File: config.mk
export PLATFORM = sky130hd
export DESIGN_NAME = bpp_delay
export DESIGN_NICKNAME = d
export VERILOG_FILES = /design/src/hw/rtl/bpp_delay.sv
export SDC_FILE = /design/constraint.sdc
export NUM_CORES = 1
export LEC_CHECK = 0
export ABC_AREA = 1
export BUFFER_PORTS_ARGS = -buffer_cell sky130_fd_sc_hd__buf_2
export CAP_MARGIN = 0
export CORE_UTILIZATION = 37
export CTS_BUF_LIST = sky130_fd_sc_hd__clkbuf_2 sky130_fd_sc_hd__clkbuf_4 sky130_fd_sc_hd__clkbuf_8
export CTS_CLUSTER_SIZE = 8
export DETAILED_ROUTE_END_ITERATION = 10
export PLACE_DENSITY = 0.94
export SYNTH_ARGS = -nofsm -noshare
export SYNTH_HDL_FRONTEND = slang
export SYNTH_SLANG_ARGS = --single-unit
export TNS_END_PERCENT = 50
File: constraint.sdc
create_clock -name clk -period 0.83 [get_ports clk]
set_input_delay 0 -clock clk [delete_from_list [all_inputs] [get_ports clk]]
set_output_delay 0 -clock clk [all_outputs]
set_load 0.02 [all_outputs]
File: src/hw/rtl/bpp_delay.sv
module bpp_delay #(
    parameter int WIDTH = 32,
    parameter int DEPTH = 1
) (
    input  logic             clk,
    input  logic [WIDTH-1:0] d,
    output logic [WIDTH-1:0] q
);

    logic [WIDTH-1:0] tap_reg [0:DEPTH-1];

    always_ff @(posedge clk)
    begin
        tap_reg[0] <= d;
        for (int i = 1; i < DEPTH; i++)
        begin
            tap_reg[i] <= tap_reg[i-1];
        end
    end

    assign q = tap_reg[DEPTH-1];

endmodule

Word level (Yosys, flattened, before mapping):

Memory sizes are Yosys's and may differ from the RTL's.
Cells that the tools add are included.

* flip-flop bits (word level): 0
* bits in latches: 0
* bits in writable memories: 32
* ROM bits: 0
* bits of input ports: 33
* output and inout port bits: 32
* memories: 1

Memory list
* tap_reg: words 1, bits a word 32, read ports 1, clocked after Yosys merged registers in 0, write ports 1, RTL line 10 `logic [WIDTH-1:0] tap_reg [0:DEPTH-1];`

* add/subtract/negate cells: 0
* multiply operators: 0
* div/mod/pow operators: 0
* $lt $le $gt $ge: 0
* eq/ne operators: 0
* shift-type cells: 0
* multiplexer cells: 0
* bitwise gates (word level): 0
* reductions and logical operators: 0

Logic depth before layout (Yosys ltp):

* depth in word-level cells: 0
* mapped depth: 0

Worst setup path after synthesis:

Ideal clock, no wire load.

* kind: register to output
* from: memory tap_reg[0][0]
* to: output port q[0]
* data arrival time: 0.395 ns
* data required time: 0.830 ns
* setup slack: 0.435 ns
* stages on the path, launching flop included: 1
* path buffers: 0
* path through: dfxtp_1

RTL lines
* start: declaration: RTL line 10
* end: declaration: RTL line 7 `output logic [WIDTH-1:0] q`

==> run_results.csv <==
group,metric,value,unit
status,outcome,"finished, violations left",
status,failed_checks,"DRC",
placement,routabilityCongestion,0.663,
synth,synthTopCellsByArea,"dfxtp_1 (100%)",
global_routing,grt_overflow,0,
synth,synth_xor_area_share,0,%
placement,io_buffers,64,
route,firstDrtPassIters,7,
placement,place_hpwl,961,µm
timing,setup_viol,0,
worst_setup_path,crit_buf_inv,1,
route,drt_iter0_drc,7,
power,ir_drop,1.91,mV
min_path,hold_start,"d[0]",
synth,ys_seq_area_share,100,%
clock_network,cts_tree,"yes",
floorplan,start_util,41.1,%
synth,syn-num-nets,65,
floorplan,dieWidth,43.6,µm
finish,largest_reg_flops,32,
worst_setup_path,worst-setup-path-type,"reg2out",
synth,synth-seq-cells,32,
route,wirelength,2260,µm
power,p_total,0.00298,W
worst_setup_path,max_stage_delay,0.32,ns
route,drc,6,
worst_setup_path,cp.required,0.83,ns
timing,slew_violations,0,
global_routing,grt_max_degree,10,
synth,netlist_area,641,µm²
worst_setup_path,critPathLaunch,"tap_reg[0][20]",
clock_network,path_clk_slew,0.09,ns
timing,period_needed,0.806,ns
power,switchingPower,0.000671,W
finish,fill_cells,60,
synth,synthCells,32,
finish,final_layout_size_suffix_gt1_share,53.7,%
synth,synth_compound_area_share,0,%
finish,register_area,642,µm²
worst_setup_path,cp_top_family,"flip-flops",
power,netSwitchingFraction,22.5,%
synth,synthAdderAreaFrac,0,%
finish,synthToLayoutAreaGrowth,116,%
clock_network,cts_root_buf,"clkbuf_4",
power,clkPwrFrac,31.7,%
timing,tightest_slew,0.127,ns
worst_setup_path,crit_path_top_delay_cell,"dfxtp_1",
timing,tns,0,ns
power,power_density,2160,nW/µm²
synth,synth_area_per_cell,20.0,µm²
timing,relSlewSlack,91.6,%
run,cap_violations,0,
route,vias,651,
timing,hold_viol,0,
clock_network,htreeDepth,2,
floorplan,die_area,1900,µm²
finish,mostFrequentLayoutCells,"buf_2 (58), dlygate4sd3_1 (32), dfxtp_1 (31), clkbuf_4 (7), buf_4 (6)",
synth,synth.area.mux_share,0,%
worst_setup_path,crit_path_end_kind,"output pin",
min_path,hold_class,"in2reg",
global_routing,antenna_found_initial,0,
floorplan,core_area,1560,µm²
clock_network,cts.sinks,32,
worst_setup_path,startpoint_type,"flop",
floorplan,die_h,43.6,µm
synth,synth.largest_area_cell,"dfxtp_1",
route,vias_per_cell,4.28,
power,combPwrFrac,13.3,%
route,wl_per_cell,14.9,µm
worst_setup_path,cp_max_fo,1,
clock_network,ctsLongestPathBuffers,2,
power,intPower,0.00231,W
power,power_leakage,0.700,nW
finish,final_common_cell,"buf_2",
worst_setup_path,crit_arrival,0.81,ns
finish,num-nets-final,168,
global_routing,grt_pass1_vias,720,
clock_network,cts_setup_buffers,0,
finish,multi_input_gates,0,
timing,post-route-period-util,97.1,%
synth,synth_top_area_share,100,%
route,ant_nets,0,
timing,holdWs,0.324,ns
floorplan,ios,65,
timing,fmax,1.24,GHz
floorplan,rows,14,
clock_network,cts_buffers,5,
synth,synthSimpleGateAreaFrac,0,%
finish,multiInputGateArea,0,µm²
global_routing,track_usage,24.1,%
synth,yosys_warnings,0,
worst_setup_path,crit_chain,"buf_2",
min_path,hold_path_end,"tap_reg[0][0]",
finish,diodes,0,
power,power_frac_seq,55.0,%
global_routing,grt_pass1_wl,3130,µm
min_path,hold_depth,2,
synth,yosysUniqueCellTypes,1,
[logic make-up after synthesis]
group and Yosys count:
flops 32
[routing by layer]
metal | track usage (%) | wire [µm]
met5 | 0 | 0
met4 | 9.38 | 30
met3 | 9.17 | 227
met2 | 42.7 | 1140
met1 | 25.7 | 859
[how the worst max path moves through the flow]
stage	end	slack (ns)	depth (start not counted)
after CTS	q[1]	0.03	1
final	q[20]	0.02	1
after detailed placement	q[1]	0.37	1
after global placement	q[21]	0.39	1
after global routing	q[0]	-0.005	1
after floorplan	q[0]	0.43	0
[repair_timing]
action | 4_1_cts | 5_1_grt
hold buffers | 32 | 0
endpoints found under the setup margin | 0 | 6
endpoints found under the hold margin | 32 | 0
resized for setup | 0 | 7
[layout make-up]
cell class | instances | area share (%)
Timing Repair Buffer | 96 | 47.4
Sequential cell | 32 | 46.4
Clock buffer | 8 | 4.79
Tap cell | 16 | 1.45
[through the flow]
step | utilization (%) | setup slack (ns) | cells | cell area, µm²
6_report | 88.8 | 0.0240 | 152 | 1380
5_1_grt | 88.8 | -0.00512 | 152 | 1380
4_1_cts | 87.7 | 0.0306 | 152 | 1370
3_5_place_dp | 62.9 | 0.370 | 112 | 981
3_3_place_gp | 62.9 | 0.392 | 112 | 981
2_1_floorplan | - | 0.435 | 32 | 641
[power groups by stage]
stage / clock network (W) / logic (W) / registers [W]
floorplan: 0 / 0 / 0.00178
global placement: 0 / 0.000254 / 0.00167
detailed placement: 0 / 0.000257 / 0.00167
CTS: 0.000948 / 0.000371 / 0.00163
global route: 0.00102 / 0.000417 / 0.00165
finish: 0.000945 / 0.000398 / 0.00164
[Yosys cell counts]
cell and n:
dfxtp_1 32
Power figures use the tool's default switching activity.
