===== config.mk =====
export PLATFORM = sky130hd
export DESIGN_NAME = bpp_div
export DESIGN_NICKNAME = d
export VERILOG_FILES = /design/src/hw/rtl/bpp_pkg.sv /design/src/hw/rtl/bpp_div.sv
export SDC_FILE = /design/constraint.sdc
export NUM_CORES = 2
export LEC_CHECK = 0
export BUFFER_PORTS_ARGS = -buffer_cell sky130_fd_sc_hd__buf_2
export CELL_PAD_IN_SITES_DETAIL_PLACEMENT = 1
export CELL_PAD_IN_SITES_GLOBAL_PLACEMENT = 1
export CORE_MARGIN = 8
export CORE_UTILIZATION = 45
export CTS_CLUSTER_DIAMETER = 120
export CTS_CLUSTER_SIZE = 40
export DETAILED_ROUTE_END_ITERATION = 16
export GPL_ROUTABILITY_DRIVEN = 0
export PLACE_DENSITY_LB_ADDON = 0.1
export SLEW_MARGIN = 25
export SYNTH_ARGS = -nofsm -noshare
export SYNTH_HDL_FRONTEND = slang
export SYNTH_SLANG_ARGS = --single-unit

===== constraint.sdc =====
create_clock -name clk -period 8.85 [get_ports clk]
set_input_delay 0.885 -clock clk [delete_from_list [all_inputs] [get_ports clk]]
set_output_delay 0.885 -clock clk [all_outputs]
set_load 0.005 [all_outputs]

===== src/hw/rtl/bpp_pkg.sv =====
package bpp_pkg;

    // quotient bits are retired two per divider stage
    localparam int DIV_STAGES = 16;
    localparam int DIV_LAT    = DIV_STAGES + 2;
    localparam int PUSH_LAT   = 2 * DIV_LAT + 16;

    localparam logic [3:0] CFG_MODE   = 4'd0;
    localparam logic [3:0] CFG_DT     = 4'd1;
    localparam logic [3:0] CFG_B0     = 4'd2;
    localparam logic [3:0] CFG_BX     = 4'd3;
    localparam logic [3:0] CFG_BZ     = 4'd4;
    localparam logic [3:0] CFG_EY     = 4'd5;
    localparam logic [3:0] CFG_RATIO  = 4'd6;
    localparam logic [3:0] CFG_DOMAIN = 4'd7;

    localparam logic signed [65:0] QMAX66 = 66'sd2147483647;
    localparam logic signed [65:0] QMIN66 = -66'sd2147483648;

    function automatic logic signed [31:0] sat32(input logic signed [65:0] x);
        if (x > QMAX66)
            return 32'sh7FFF_FFFF;
        if (x < QMIN66)
            return 32'sh8000_0000;
        return $signed(x[31:0]);
    endfunction

    function automatic logic signed [31:0] add_sat(input logic signed [31:0] a,
                                                   input logic signed [31:0] b);
        logic signed [65:0] s;
        s = 66'(a) + 66'(b);
        return sat32(s);
    endfunction

    function automatic logic signed [31:0] sub_sat(input logic signed [31:0] a,
                                                   input logic signed [31:0] b);
        logic signed [65:0] s;
        s = 66'(a) - 66'(b);
        return sat32(s);
    endfunction

    function automatic logic signed [31:0] neg_sat(input logic signed [31:0] a);
        return sub_sat(32'sd0, a);
    endfunction

endpackage


===== src/hw/rtl/bpp_div.sv =====
module bpp_div
    import bpp_pkg::*;
#(
    parameter int FRAC_BITS = 16
) (
    input  logic               clk,
    input  logic signed [32:0] num,
    input  logic        [30:0] den,
    output logic signed [31:0] quo
);

    localparam int NW = 33 + FRAC_BITS;

    logic [32:0]   mag;
    logic [NW-1:0] dvd;
    logic          ovf;

    logic [31:0] rem_reg [0:DIV_STAGES];
    logic [31:0] low_reg [0:DIV_STAGES];
    logic [31:0] quo_reg [0:DIV_STAGES];
    logic [30:0] den_reg [0:DIV_STAGES];
    logic        neg_reg [0:DIV_STAGES];
    logic        ovf_reg [0:DIV_STAGES];

    function automatic logic [32:0] div_step(input logic [31:0] r, input logic b,
                                             input logic [30:0] d);
        logic [32:0] t;
        t = {r, b};
        if (t >= 33'(d))
            return {1'b1, 32'(t - 33'(d))};
        return {1'b0, t[31:0]};
    endfunction

    // quotient of 2^32 or more can only saturate
    always_comb
    begin
        mag = num[32] ? 33'(-num) : 33'(num);
        dvd = {mag, {FRAC_BITS{1'b0}}};
        ovf = (mag != '0) && (64'(dvd) >= {1'b0, den, 32'b0});
    end

    // a zero divisor saturates through ovf, or divides zero to zero
    always_ff @(posedge clk)
    begin
        rem_reg[0] <= 32'(dvd >> 32);
        low_reg[0] <= dvd[31:0];
        quo_reg[0] <= '0;
        den_reg[0] <= (den == '0) ? 31'd1 : den;
        neg_reg[0] <= num[32];
        ovf_reg[0] <= ovf;
    end

    for (genvar k = 1; k <= DIV_STAGES; k++)
    begin : g_stage
        logic [32:0] step_a;
        logic [32:0] step_b;

        always_comb
        begin
            step_a = div_step(rem_reg[k-1], low_reg[k-1][31], den_reg[k-1]);
            step_b = div_step(step_a[31:0], low_reg[k-1][30], den_reg[k-1]);
        end

        always_ff @(posedge clk)
        begin
            rem_reg[k] <= step_b[31:0];
            low_reg[k] <= {low_reg[k-1][29:0], 2'b00};
            quo_reg[k] <= {quo_reg[k-1][29:0], step_a[32], step_b[32]};
            den_reg[k] <= den_reg[k-1];
            neg_reg[k] <= neg_reg[k-1];
            ovf_reg[k] <= ovf_reg[k-1];
        end
    end

    always_ff @(posedge clk)
    begin
        if (neg_reg[DIV_STAGES])
        begin
            if (ovf_reg[DIV_STAGES] || (quo_reg[DIV_STAGES] > 32'h8000_0000))
                quo <= 32'sh8000_0000;
            else
                quo <= $signed(-quo_reg[DIV_STAGES]);
        end
        else
        begin
            if (ovf_reg[DIV_STAGES] || quo_reg[DIV_STAGES][31])
                quo <= 32'sh7FFF_FFFF;
            else
                quo <= $signed(quo_reg[DIV_STAGES]);
        end
    end

endmodule


# Word level (Yosys, flattened, before mapping)
# Memory sizes are Yosys's and may differ from the RTL's.
# Index checks and enable logic that the tools add are counted.
# op_classes
addsub,34
order_cmp,34
n_mux,101
reduce_logical,5
# ops
cell,n
33-bit two-way mux,65
33-bit by 31-bit greater-or-equal comparator with 1-bit output,32
32-bit by 31-bit subtractor with 32-bit output,32
32-bit two-way mux,3
49-bit by 63-bit greater-or-equal comparator with 1-bit output,1
33-bit negator,1
33-bit nonzero test,1
32-bit greater-than comparator (second input constant),1
1-bit two-way mux,32
32-bit negator,1
31-bit zero test,1
31-bit two-way mux,1
1-bit logical OR,2
1-bit logical AND,1
# totals
register_bits,32
ramBits,2159
inputBits,65
output_inout_bits,32
elab_cells,181
mem_count,6
# memory_table
memory,words,word_bits,rd,rd_clocked_by_memory_dff,wr,line_no,source
quo_reg,17,32,17,0,17,bpp_div.sv:20,logic [31:0] quo_reg [0:DIV_STAGES];
rem_reg,17,32,16,0,17,bpp_div.sv:18,logic [31:0] rem_reg [0:DIV_STAGES];
den_reg,17,31,16,0,17,bpp_div.sv:21,logic [30:0] den_reg [0:DIV_STAGES];
low_reg,17,30,16,0,17,bpp_div.sv:19,logic [31:0] low_reg [0:DIV_STAGES];
neg_reg,17,1,17,0,17,bpp_div.sv:22,logic neg_reg [0:DIV_STAGES];
ovf_reg,17,1,17,0,17,bpp_div.sv:23,logic ovf_reg [0:DIV_STAGES];

# Logic depth before layout (Yosys ltp)
# An unclocked memory read counts as a cell.
# depth
ltp_word,7
ltp_mapped,31

# Least setup slack after synthesis
# Ideal clock, no wire load.
# synth_path
path_type,flip-flop to flip-flop
from,"memory den_reg[2][5], in the netlist den_reg[0][67]"
to,"memory rem_reg[3][25], in the netlist rem_reg[0][121]"
setup_time_ns,0.130
t_arrival_ns,6.534
t_required_ns,8.720
slack_ns,2.186
stages_incl_launch_ff,26
period_less_slack_ns,6.664
path_cell_list,dfxtp_1 inv_1 ha_1 and3_1 a21boi_0 o211ai_1 a2111oi_0 nor2_1 nor2b_1 o31ai_1 clkbuf_1 buf_1 mux2_2 ha_1 and3_1 and2_1 a221o_1 a31o_2 a31oi_1 a31oi_1 a221o_1 a21boi_0 o2111a_1 clkbuf_1 clkbuf_1 o21ai_0
# synth_lines
element,line_no
start: declaration,bpp_div.sv:21
end: declaration,bpp_div.sv:18

==> results_dict.tcl <==
set metrics [dict create \
    synth_cells 10440 \
    wl_per_cell_um 21.33 \
    finalSetupViolCount 0 \
    ys.flop_type "dfxtp_1" \
    regArea_um2 28090 \
    largest_register_ffs 497 \
    grt_first_pass_wirelength_um 434400 \
    status "complete, no violations" \
    postCtsHoldBufs 0 \
    numCtsBuffers 51 \
    first_pass_iters 5 \
    synth_cell_types 90 \
    synth_top_area_share_pct 31.15 \
    num_rows 164 \
    avgSynthCellArea_um2 8.641 \
    fmax_ghz 0.1230 \
    hold_path_class "input port to register" \
    dp_hpwl_um 230900 \
    crit_buf_inv 5 \
    crit_arrival_ns 8.79 \
    drv_slew 0 \
    grt_pass1_vias 77570 \
    cts.htree.levels 2 \
    post-route-min-period_ns 8.129 \
    synth-edff-count 0 \
    synth_top_area_cell "dfxtp_1" \
    slowest_delay_ns 0.65 \
    cts.sinks 1403 \
    synth-seq-cells 1403 \
    tightest_slew_ns 1.183 \
    synth_area_um2 90170 \
    cts.clk_slew.worst_paths_ns 0.14 \
    grt_usage_pct 24.50 \
    required_ns 9.51 \
    syn_nets 11520 \
    crit_family "compound AO/OA/AOI/OAI gates" \
    postCtsResizedCells 0 \
    area_growth_pct 5.737 \
    ioPinCount 97 \
    drtIter0Drc 4199 \
    start_util_pct 45.21 \
    seq_area_frac_synth_pct 31.15 \
    yosys_warnings 0 \
    routed_wl_um 278400 \
    viasPerCell 5.793 \
    skew_ns 0.06079 \
    hold_violations 0 \
    worstSetupEndpointType "register" \
    clockBufferDepth 3 \
    grt_max_degree 62 \
    fin_crit_sh_pct 91.86 \
    relSlewSlack_pct 20.10 \
    netlist_top_cells_area "dfxtp_1, ha_1, mux2_2" \
    cap_violations 0 \
    cts-root-buf "clkbuf_16" \
    via_count 75590 \
    tns_ns 0 \
    synth.most_common_cell "dfxtp_1" \
    die_h_um 463.6 \
    crit_type "register to register" \
    core_um2 199500 \
    io_buffers 96 \
    cts_setup_buffers 0 \
    crit_path_top_delay_cell "a2111oi_2" \
    crit_path_frequent_cell "o21ai_0" \
    antenna_found_initial 13 \
    die_area_um2 215000 \
    critPathMaxFanout 26 \
    synthArstFlopShare_pct 0 \
    drcViolationCount 0 \
    fp.dieW_um 463.6 \
    fill_cells 23570 \
    synth_common_cells "dfxtp_1, a21oi_1, ha_1" \
    grt.overflow.total 0 \
    start_kind "register" \
    cts_tree "yes" \
    multi_input_area_um2 58230 \
    nets 11440 \
    grt_setup_unrepaired "false" \
    drt.antenna.violating_nets 0 \
    clock_latency_ns 0.78 \
    final_layout_size_suffix_gt1_share_pct 8.867 \
]
worst paths after layout:
check	start	endpoint	slack (ns)	depth (start not counted)
worst max-delay path	den_reg[0][444]	rem_reg[0][489]	0.72	26
worst min-delay path	den[17]	den_reg[0][17]	0.22	1
worst max register to register	den_reg[0][444]	rem_reg[0][489]	0.72	26
worst min register to register	quo_reg[12][16]	quo_reg[13][18]	0.33	0
cells in the final DEF (no fill, tap or decap), types with 90 or more instances in the layout:
cell type / instances
dfxtp_1: 1403
a21oi_1: 1021
ha_1: 991
inv_1: 779
nor2_1: 674
nand2_1: 628
o21ai_0: 628
xnor2_1: 585
mux2_2: 540
a21o_1: 455
xor2_1: 261
nand3_1: 188
nor3_1: 162
nand4_1: 157
o21bai_1: 149
o21a_1: 127
nand2b_1: 123
nor2b_1: 99
buf_2: 96
a31oi_1: 95
and3_1: 90
through the flow:
step	hold slack, ns	instances	setup WS, ns	cell area (um^2)	utilization, %
CTS	0.1511	13040	0.8088	95320	47.79
floorplan	0.3096	10440	2.186	90170	-
global placement	0.3097	12960	0.9176	93450	46.86
global route	0.1720	13050	0.05466	95340	47.80
detailed placement	0.3132	12960	0.8765	93480	46.87
finish	0.2190	13050	0.7207	95350	47.81
logic make-up after synthesis:
group           after synthesis  synth area share [%]
compound gates             3068                 21.44
simple gates               2463                 13.31
flops                      1403                 31.15
buf+inv                    1064                 4.457
fa+ha+maj                  1015                 14.28
xor+xnor                    846                 8.217
mux                         577                 7.154
final cells by class:
cell class | instances | share of cell area (%)
Multi-Input combinational cell | 7969 | 61.07
Inverter | 781 | 3.075
Clock buffer | 53 | 1.369
Clock inverter | 30 | 0.5630
Sequential cell | 1403 | 29.46
Tap cell | 2656 | 3.485
Antenna cell | 7 | 0.01837
Timing Repair Buffer | 151 | 0.9579
metal layers:
layer  share of wire (%)  wire length (um)  global-route usage, %
met1                  47            130800                  33.26
met2                  47            131600                  42.43
met3                 3.4              9495                  2.138
met4                 2.3              6470                  5.283
met5              0.0054                15                      0
worst reg2reg max path: cells and delay by family (launching register included):
family          cells  cell delay (ns)
flops               1             0.35
buf+inv             5             1.16
mux                 2             0.79
simple gates        4             0.66
compound gates     13             4.32
fa+ha+maj           2             0.74
Power is not shown: default switching activity piles up to over one toggle a cycle in this logic, so the estimate is an artifact.
